==> config.mk <==
export PLATFORM = sky130hd
export DESIGN_NAME = encoder_trim_with_center_button
export DESIGN_NICKNAME = d
export VERILOG_FILES = /design/src/hdl/etcb_pkg.sv /design/src/hdl/etcb_step.sv /design/src/hdl/encoder_trim_with_center_button.sv
export SDC_FILE = /design/constraint.sdc
export NUM_CORES = 1
export LEC_CHECK = 0
export BUFFER_PORTS_ARGS = -buffer_cell sky130_fd_sc_hd__buf_2
export CORE_ASPECT_RATIO = 1.4
export CORE_MARGIN = 3
export CORE_UTILIZATION = 45
export DETAILED_ROUTE_END_ITERATION = 16
export GPL_ROUTABILITY_DRIVEN = 0
export SLEW_MARGIN = 10
export SYNTH_ARGS = -nofsm -noshare
export SYNTH_HDL_FRONTEND = slang
export SYNTH_SLANG_ARGS = --single-unit
export TNS_END_PERCENT = 50
==> constraint.sdc <==
create_clock -name clk -period 5.85 [get_ports clk]
set_clock_uncertainty 0.2 [all_clocks]
set_input_delay 0.585 -clock clk [delete_from_list [all_inputs] [get_ports clk]]
set_output_delay 0.585 -clock clk [all_outputs]
set_load 0.05 [all_outputs]
==> src/hdl/etcb_pkg.sv <==
// Shared types, constants and register codes for the encoder trim block.
`default_nettype none
package etcb_pkg;

  localparam logic [7:0]  TRIM_STEP       = 8'd2;
  localparam logic [7:0]  TRIM_HIGH_LIMIT = 8'd251;
  localparam logic [7:0]  TRIM_MAX        = 8'd255;
  localparam logic [7:0]  TRIM_LOW_LIMIT  = 8'd4;
  localparam logic [7:0]  TRIM_MIN        = 8'd0;
  localparam logic [15:0] COUNT_RESET     = 16'd32767;
  localparam logic [7:0]  CENTER_RESET    = 8'd127;
  localparam logic [15:0] DEBOUNCE_RESET  = 16'd50;
  localparam logic [15:0] LONG_RESET      = 16'd2000;

  localparam int CFG_IDX_W = 2;

  typedef enum logic [CFG_IDX_W-1:0] {
    CFG_CENTER   = 2'd0,
    CFG_DEBOUNCE = 2'd1,
    CFG_LONG     = 2'd2
  } cfg_idx_t;

  typedef struct packed {
    logic [15:0] encoder_count;
    logic        key_level;
    logic [31:0] now_ms;
  } in_t;

  typedef struct packed {
    logic [7:0] trim_value;
    logic       key_held;
    logic       long_press;
  } out_t;

  typedef struct packed {
    logic [7:0]  center_value;
    logic [15:0] debounce_ms;
    logic [15:0] long_press_ms;
  } cfg_t;

  typedef struct packed {
    logic [15:0] last_count;
    logic [7:0]  trim;
    logic        key_armed;
    logic        press_flag;
    logic        long_flag;
    logic [31:0] event_time;
  } state_t;

  localparam cfg_t CFG_RESET = '{
    center_value:  CENTER_RESET,
    debounce_ms:   DEBOUNCE_RESET,
    long_press_ms: LONG_RESET
  };

  localparam state_t STATE_RESET = '{
    last_count: COUNT_RESET,
    trim:       CENTER_RESET,
    key_armed:  1'b0,
    press_flag: 1'b0,
    long_flag:  1'b0,
    event_time: 32'd0
  };

endpackage
`default_nettype wire

==> src/hdl/etcb_step.sv <==
// Next-state logic for one poll: encoder trim step and key debounce rules.
`default_nettype none
module etcb_step (
  input  etcb_pkg::state_t st,
  input  etcb_pkg::in_t    item,
  input  etcb_pkg::cfg_t   cfg,
  output etcb_pkg::state_t st_nxt
);
  import etcb_pkg::*;

  logic [7:0]  trim_cnt;
  logic [31:0] elapsed;
  logic        deb_ok;
  logic        long_ok;
  logic        armed;
  logic        released;

  // Counter first: rise steps up, fall steps down, both saturate.
  always_comb begin
    trim_cnt = st.trim;
    if (item.encoder_count > st.last_count) begin
      trim_cnt = (st.trim > TRIM_HIGH_LIMIT) ? TRIM_MAX : st.trim + TRIM_STEP;
    end else if (item.encoder_count < st.last_count) begin
      trim_cnt = (st.trim < TRIM_LOW_LIMIT) ? TRIM_MIN : st.trim - TRIM_STEP;
    end
  end

  assign released = item.key_level;
  assign armed    = st.key_armed | released;
  assign elapsed  = item.now_ms - st.event_time;
  assign deb_ok   = elapsed > {16'd0, cfg.debounce_ms};
  assign long_ok  = elapsed > {16'd0, cfg.long_press_ms};

  // Key rules: first match wins.
  always_comb begin
    st_nxt            = st;
    st_nxt.last_count = item.encoder_count;
    st_nxt.trim       = trim_cnt;
    st_nxt.key_armed  = armed;
    if (armed) begin
      if (!released && !st.press_flag && deb_ok) begin
        st_nxt.press_flag = 1'b1;
        st_nxt.long_flag  = 1'b0;
        st_nxt.event_time = item.now_ms;
      end else if (!released && !st.long_flag && long_ok) begin
        st_nxt.long_flag = 1'b1;
      end else if (released && st.press_flag && deb_ok) begin
        st_nxt.press_flag = 1'b0;
        st_nxt.event_time = item.now_ms;
        if (!st.long_flag) begin
          st_nxt.trim = cfg.center_value;
        end
      end
    end
  end

endmodule
`default_nettype wire

==> src/hdl/encoder_trim_with_center_button.sv <==
// Top level: poll input register, single-pass update, result register, config registers.
// The result register loads from the input stage when its poll advances; a stalled output holds it back.
// Throughput: one poll per cycle while the output is not stalled; each poll sees the state left by the one before.
// A stalled result holds in the output register while one more poll waits in the input stage.
// Reset (synchronous, rst_n low): state and config return to their defaults, no beats pending.
`default_nettype none
module encoder_trim_with_center_button (
  input  wire                  clk,
  input  wire                  rst_n,
  input  wire                  in_valid,
  output logic                 in_ready,
  input  etcb_pkg::in_t        in_data,
  output logic                 out_valid,
  input  wire                  out_ready,
  output etcb_pkg::out_t       out_data,
  input  wire                  cfg_valid,
  output logic                 cfg_ready,
  input  wire [1:0]            cfg_index,
  input  wire [15:0]           cfg_data
);
  import etcb_pkg::*;

  logic   s1_valid_r;
  in_t    s1_data_r;
  logic   out_valid_r;
  out_t   out_data_r;
  state_t st_r;
  state_t st_nxt;
  cfg_t   cfg_r;
  logic   s1_adv;

  assign s1_adv    = s1_valid_r && (!out_valid_r || out_ready);
  assign in_ready  = !s1_valid_r || s1_adv;
  assign cfg_ready = 1'b1;
  assign out_valid = out_valid_r;
  assign out_data  = out_data_r;

  etcb_step u_step (
    .st     (st_r),
    .item   (s1_data_r),
    .cfg    (cfg_r),
    .st_nxt (st_nxt)
  );

  always_ff @(posedge clk) begin
    if (!rst_n) begin
      s1_valid_r  <= 1'b0;
      out_valid_r <= 1'b0;
      st_r        <= STATE_RESET;
      cfg_r       <= CFG_RESET;
    end else begin
      if (in_ready) begin
        s1_valid_r <= in_valid;
      end
      if (s1_adv) begin
        out_valid_r <= 1'b1;
        st_r        <= st_nxt;
      end else if (out_ready) begin
        out_valid_r <= 1'b0;
      end
      if (cfg_valid) begin
        case (cfg_index)
          CFG_CENTER:   cfg_r.center_value  <= cfg_data[7:0];
          CFG_DEBOUNCE: cfg_r.debounce_ms   <= cfg_data;
          CFG_LONG:     cfg_r.long_press_ms <= cfg_data;
          default:      cfg_r <= cfg_r;
        endcase
      end
    end
  end

  // Payload: load on beat, hold otherwise.
  always_ff @(posedge clk) begin
    if (in_valid && in_ready) begin
      s1_data_r <= in_data;
    end
    if (s1_adv) begin
      out_data_r.trim_value <= st_nxt.trim;
      out_data_r.key_held   <= st_nxt.press_flag;
      out_data_r.long_press <= st_nxt.long_flag;
    end
  end

  a_flags_need_arm: assert property (@(posedge clk) disable iff (!rst_n)
    !st_r.key_armed |-> (!st_r.press_flag && !st_r.long_flag))
    else $error("key flag set before key armed");

  a_out_tracks_state: assert property (@(posedge clk) disable iff (!rst_n)
    out_valid_r |-> (out_data_r.trim_value == st_r.trim &&
                     out_data_r.key_held == st_r.press_flag &&
                     out_data_r.long_press == st_r.long_flag))
    else $error("result register out of step with state");

  a_press_on_low_key: assert property (@(posedge clk) disable iff (!rst_n)
    $rose(st_r.press_flag) |-> $past(s1_valid_r && !s1_data_r.key_level))
    else $error("press accepted without a low key poll");

  a_beat_enters: assert property (@(posedge clk) disable iff (!rst_n)
    (in_valid && in_ready) |=> s1_valid_r)
    else $error("accepted poll beat lost");

endmodule
`default_nettype wire
==> reports/metrics.cfg <==
[run_status]
status=completed

[global_route]
grt_usage_pct=20.0
grt_pass1_vias=7537
grt.overflow.total=0
grt_max_degree=101
antenna_found_initial=0
grt_pass1_wl_mm=36.9

[clock_tree]
cts_resized=0
clock_sinks=160
clkSlewWorstSetupHoldPaths_ns=0.07
worstSkewPairLatency_ns=0.42
clock_tree.buffer_depth=2
cts_hold_buf=0
cts_inserted_buffers=17
htreeDepth=4
post_cts_buffers=0
clockRootBuffer=clkbuf_16
cts_tree=done

[setup_path]
r2r-start=s1_data_r[0]
r2r_end=out_data[4]
path_max_fanout=8
r2r_cells=20
reg2reg_slack_ns=0.87
cp.arrival_ns=4.95
cpPeakStageDelay_ns=0.42
required_ns=5.82
path_cells=inv_1 > ha_1 > fa_1 > nand2b_1 > a21oi_1 > o21bai_1 > nand2_1 > a21o_1 > a21oi_1 > xnor2_1 > ha_1 > and4_1 > a221o_1 > nand2_1 > o311ai_0 > o31ai_1 > nand2_1 > o31a_1 > nand2_2 > mux2_1
critPathCaptureType=flip-flop
worstSetupPathType=flip-flop to flip-flop
crit_path_top_delay_cell=fa_1
cp-start-kind=flip-flop
path_common_cell=nand2_1

[floorplanning]
core_um2=20200
io_pins=85
die_x_um=128
dieArea_um2=22700
initial_core_util_pct=46.5
rows=61
die_y_um=177

[drt]
vias_per_cell=5.54
first_pass_iters=6
ant_nets=0
vias=7722
wl_per_cell_um=16.0
drc=0
routed_wl_mm=22.4
drt_iter0_drc=515

[yosys]
synth_fa_ha_area_share_pct=11.0
synth_compound_area_share_pct=18.5
syn_nets=1216
synth_edf_count=59
yosys_warnings=0
synth_cells=1062
synthArstFlopShare_pct=0
synth_top_family_by_area=compound AO/OA/AOI/OAI gates
syn_avg_cell_area_um2=8.85
syn_area_um2=9400
synth_flop_cell=dfxtp_1
synth.area.mux_share_pct=4.66
yosysUniqueCellTypes=79
yosys.area_share.xor_xnor_pct=2.42
synth_seq_cells=160
synthSimpleGateAreaFrac_pct=17.4
yosysSeqAreaShare_pct=40.3

[pwr]
p_comb_share_pct=16.5
leakage_uw=0.00430
ir_drop_mv=0.175
power_density_nw_per_um2=274
p_sw_share_pct=28.5
p_clk_share_pct=40.8
switchingPower_uw=829
seqPwrFrac_pct=42.7
p_int_uw=2080

[timing]
setup-tns-final_ns=0
finalSetupViolCount=0
period_needed_ns=4.98
maxSlewHeadroom_pct=28.8
period_share_pct=85.1
worst_pin_slew_ns=1.07
fmax_mhz=201
hold_violations=0
slew_viol_final=0
rsz0062_at_grt=no

[min_path]
min_path_type=input pin to flip-flop
min_from=in_data[22]
hold_end=s1_data_r[22]
min_path_cells=1

[finish]
drive_gt1_share_pct=12.4
syn_to_final_growth_pct=13.0
n_antenna_cell=0
final_cells=1393
nets=1282

[placement]
port_buffers=83
dpl.hpwl_mm=16.4
dp.cells=1361

[flow_run]
max-cap-violations=0

-- through the flow --
| stage | instance area, um^2 | total power, uW | util, % | setup WS (ns) | hold slack [ns] |
|---|---|---|---|---|---|
| after global routing | 10600 | 3050 | 52.6 | 0.577 | 0.109 |
| final | 10600 | 2910 | 52.6 | 0.869 | 0.130 |
| after global placement | 10000 | 1740 | 49.4 | 1.09 | 0.241 |
| after floorplan | 9400 | 1610 | - | 1.48 | 0.235 |
| after CTS | 10600 | 2940 | 52.6 | 0.904 | 0.113 |
| after detailed placement | 10000 | 1750 | 49.4 | 0.928 | 0.247 |
-- cell usage after synthesis, types with 17 or more instances --
library cell,n,area (um^2)
a21o_1,19,143
a21oi_1,90,450
clkbuf_1,25,93.8
dfxtp_1,101,2020
edfxtp_1,59,1770
ha_1,81,1010
inv_1,89,334
mux2i_1,37,370
nand2_1,199,747
nand3_1,20,100
nand4_1,17,106
nor2_1,36,135
nor3_1,21,105
o211ai_1,32,240
o21ai_0,40,200
-- power by group through the flow --
stage / clock [uW] / sequential, uW / combinational, uW
after floorplan: 0 / 1270 / 336
after global placement: 0 / 1270 / 473
after detailed placement: 0 / 1270 / 479
after CTS: 1210 / 1240 / 483
after global routing: 1260 / 1250 / 543
final: 1190 / 1240 / 482
-- layer usage --
layer	wire, um	part of all wire, %	track usage, %
met1	9560	43	24.0
met2	11600	52	36.0
met3	660	3.0	2.72
met4	575	2.6	7.74
met5	0	0	0
-- critical path, delay by kind of cell, from the launching register on --
family          cells  cell delay [ns]
buf+inv             1             0.05
xor+xnor            1             0.26
fa+ha+maj           3             0.94
simple gates        6             1.03
compound gates      8             1.53
flops               1             0.36
mux                 1             0.36
-- cell type report --
class,count,area [um^2]
inverter,91,342
clock buffer,17,425
clock inverter,15,206
tap,252,315
sequential,160,3790
timing repair buffer,88,455
fill,1933,9600
multi-input combinational,770,5090
-- logic make-up after synthesis --
family,Yosys count
other cells,1
fa+ha+maj,82
flops,160
mux,43
compound gates,264
simple gates,354
buf+inv,132
xor+xnor,26
-- cell usage in the layout, fill, tap and decap left out, types with 6 or more instances in the layout --
cell       Yosys  final
a211oi_1       9      9
a21o_1        19     19
a21oi_1       90     90
and2_1         7      6
buf_2          6     82
buf_4          4      6
clkbuf_16      0     17
dfxtp_1      101    101
edfxtp_1      59     59
ha_1          81     81
inv_1         89     88
mux2i_1       37     37
nand2_1      199    199
nand2b_1      10     10
nand3_1       20     20
nand4_1       17     17
nor2_1        36     36
nor2b_1        6      6
nor3_1        21     21
o211ai_1      32     32
o21a_1        10     10
o21ai_0       40     40
or3_1          6      6
xnor2_1       13     13
xor2_1        13     13
-- how the worst max path moves through the flow --
| stage | startpoint | endpoint | slack [ns] | cells past startpoint |
|---|---|---|---|---|
| after floorplan | s1_data_r[2] | out_data[3] | 1.48 | 19 |
| after global routing | s1_data_r[0] | st_r[30] | 0.58 | 19 |
| after global placement | s1_data_r[0] | out_data[9] | 1.09 | 20 |
| after CTS | s1_data_r[0] | out_data[4] | 0.90 | 20 |
| final | s1_data_r[0] | out_data[4] | 0.87 | 20 |
| after detailed placement | s1_data_r[0] | out_data[4] | 0.93 | 20 |
-- registers in the layout, summed over array words and instances, names as in the netlist --
| name | flops |
|---|---|
| st_r | 59 |
| s1_data_r | 49 |
| cfg_r | 40 |
| out_data | 10 |
| out_valid | 1 |
| s1_valid_r | 1 |
Power figures use the tool's default switching activity.
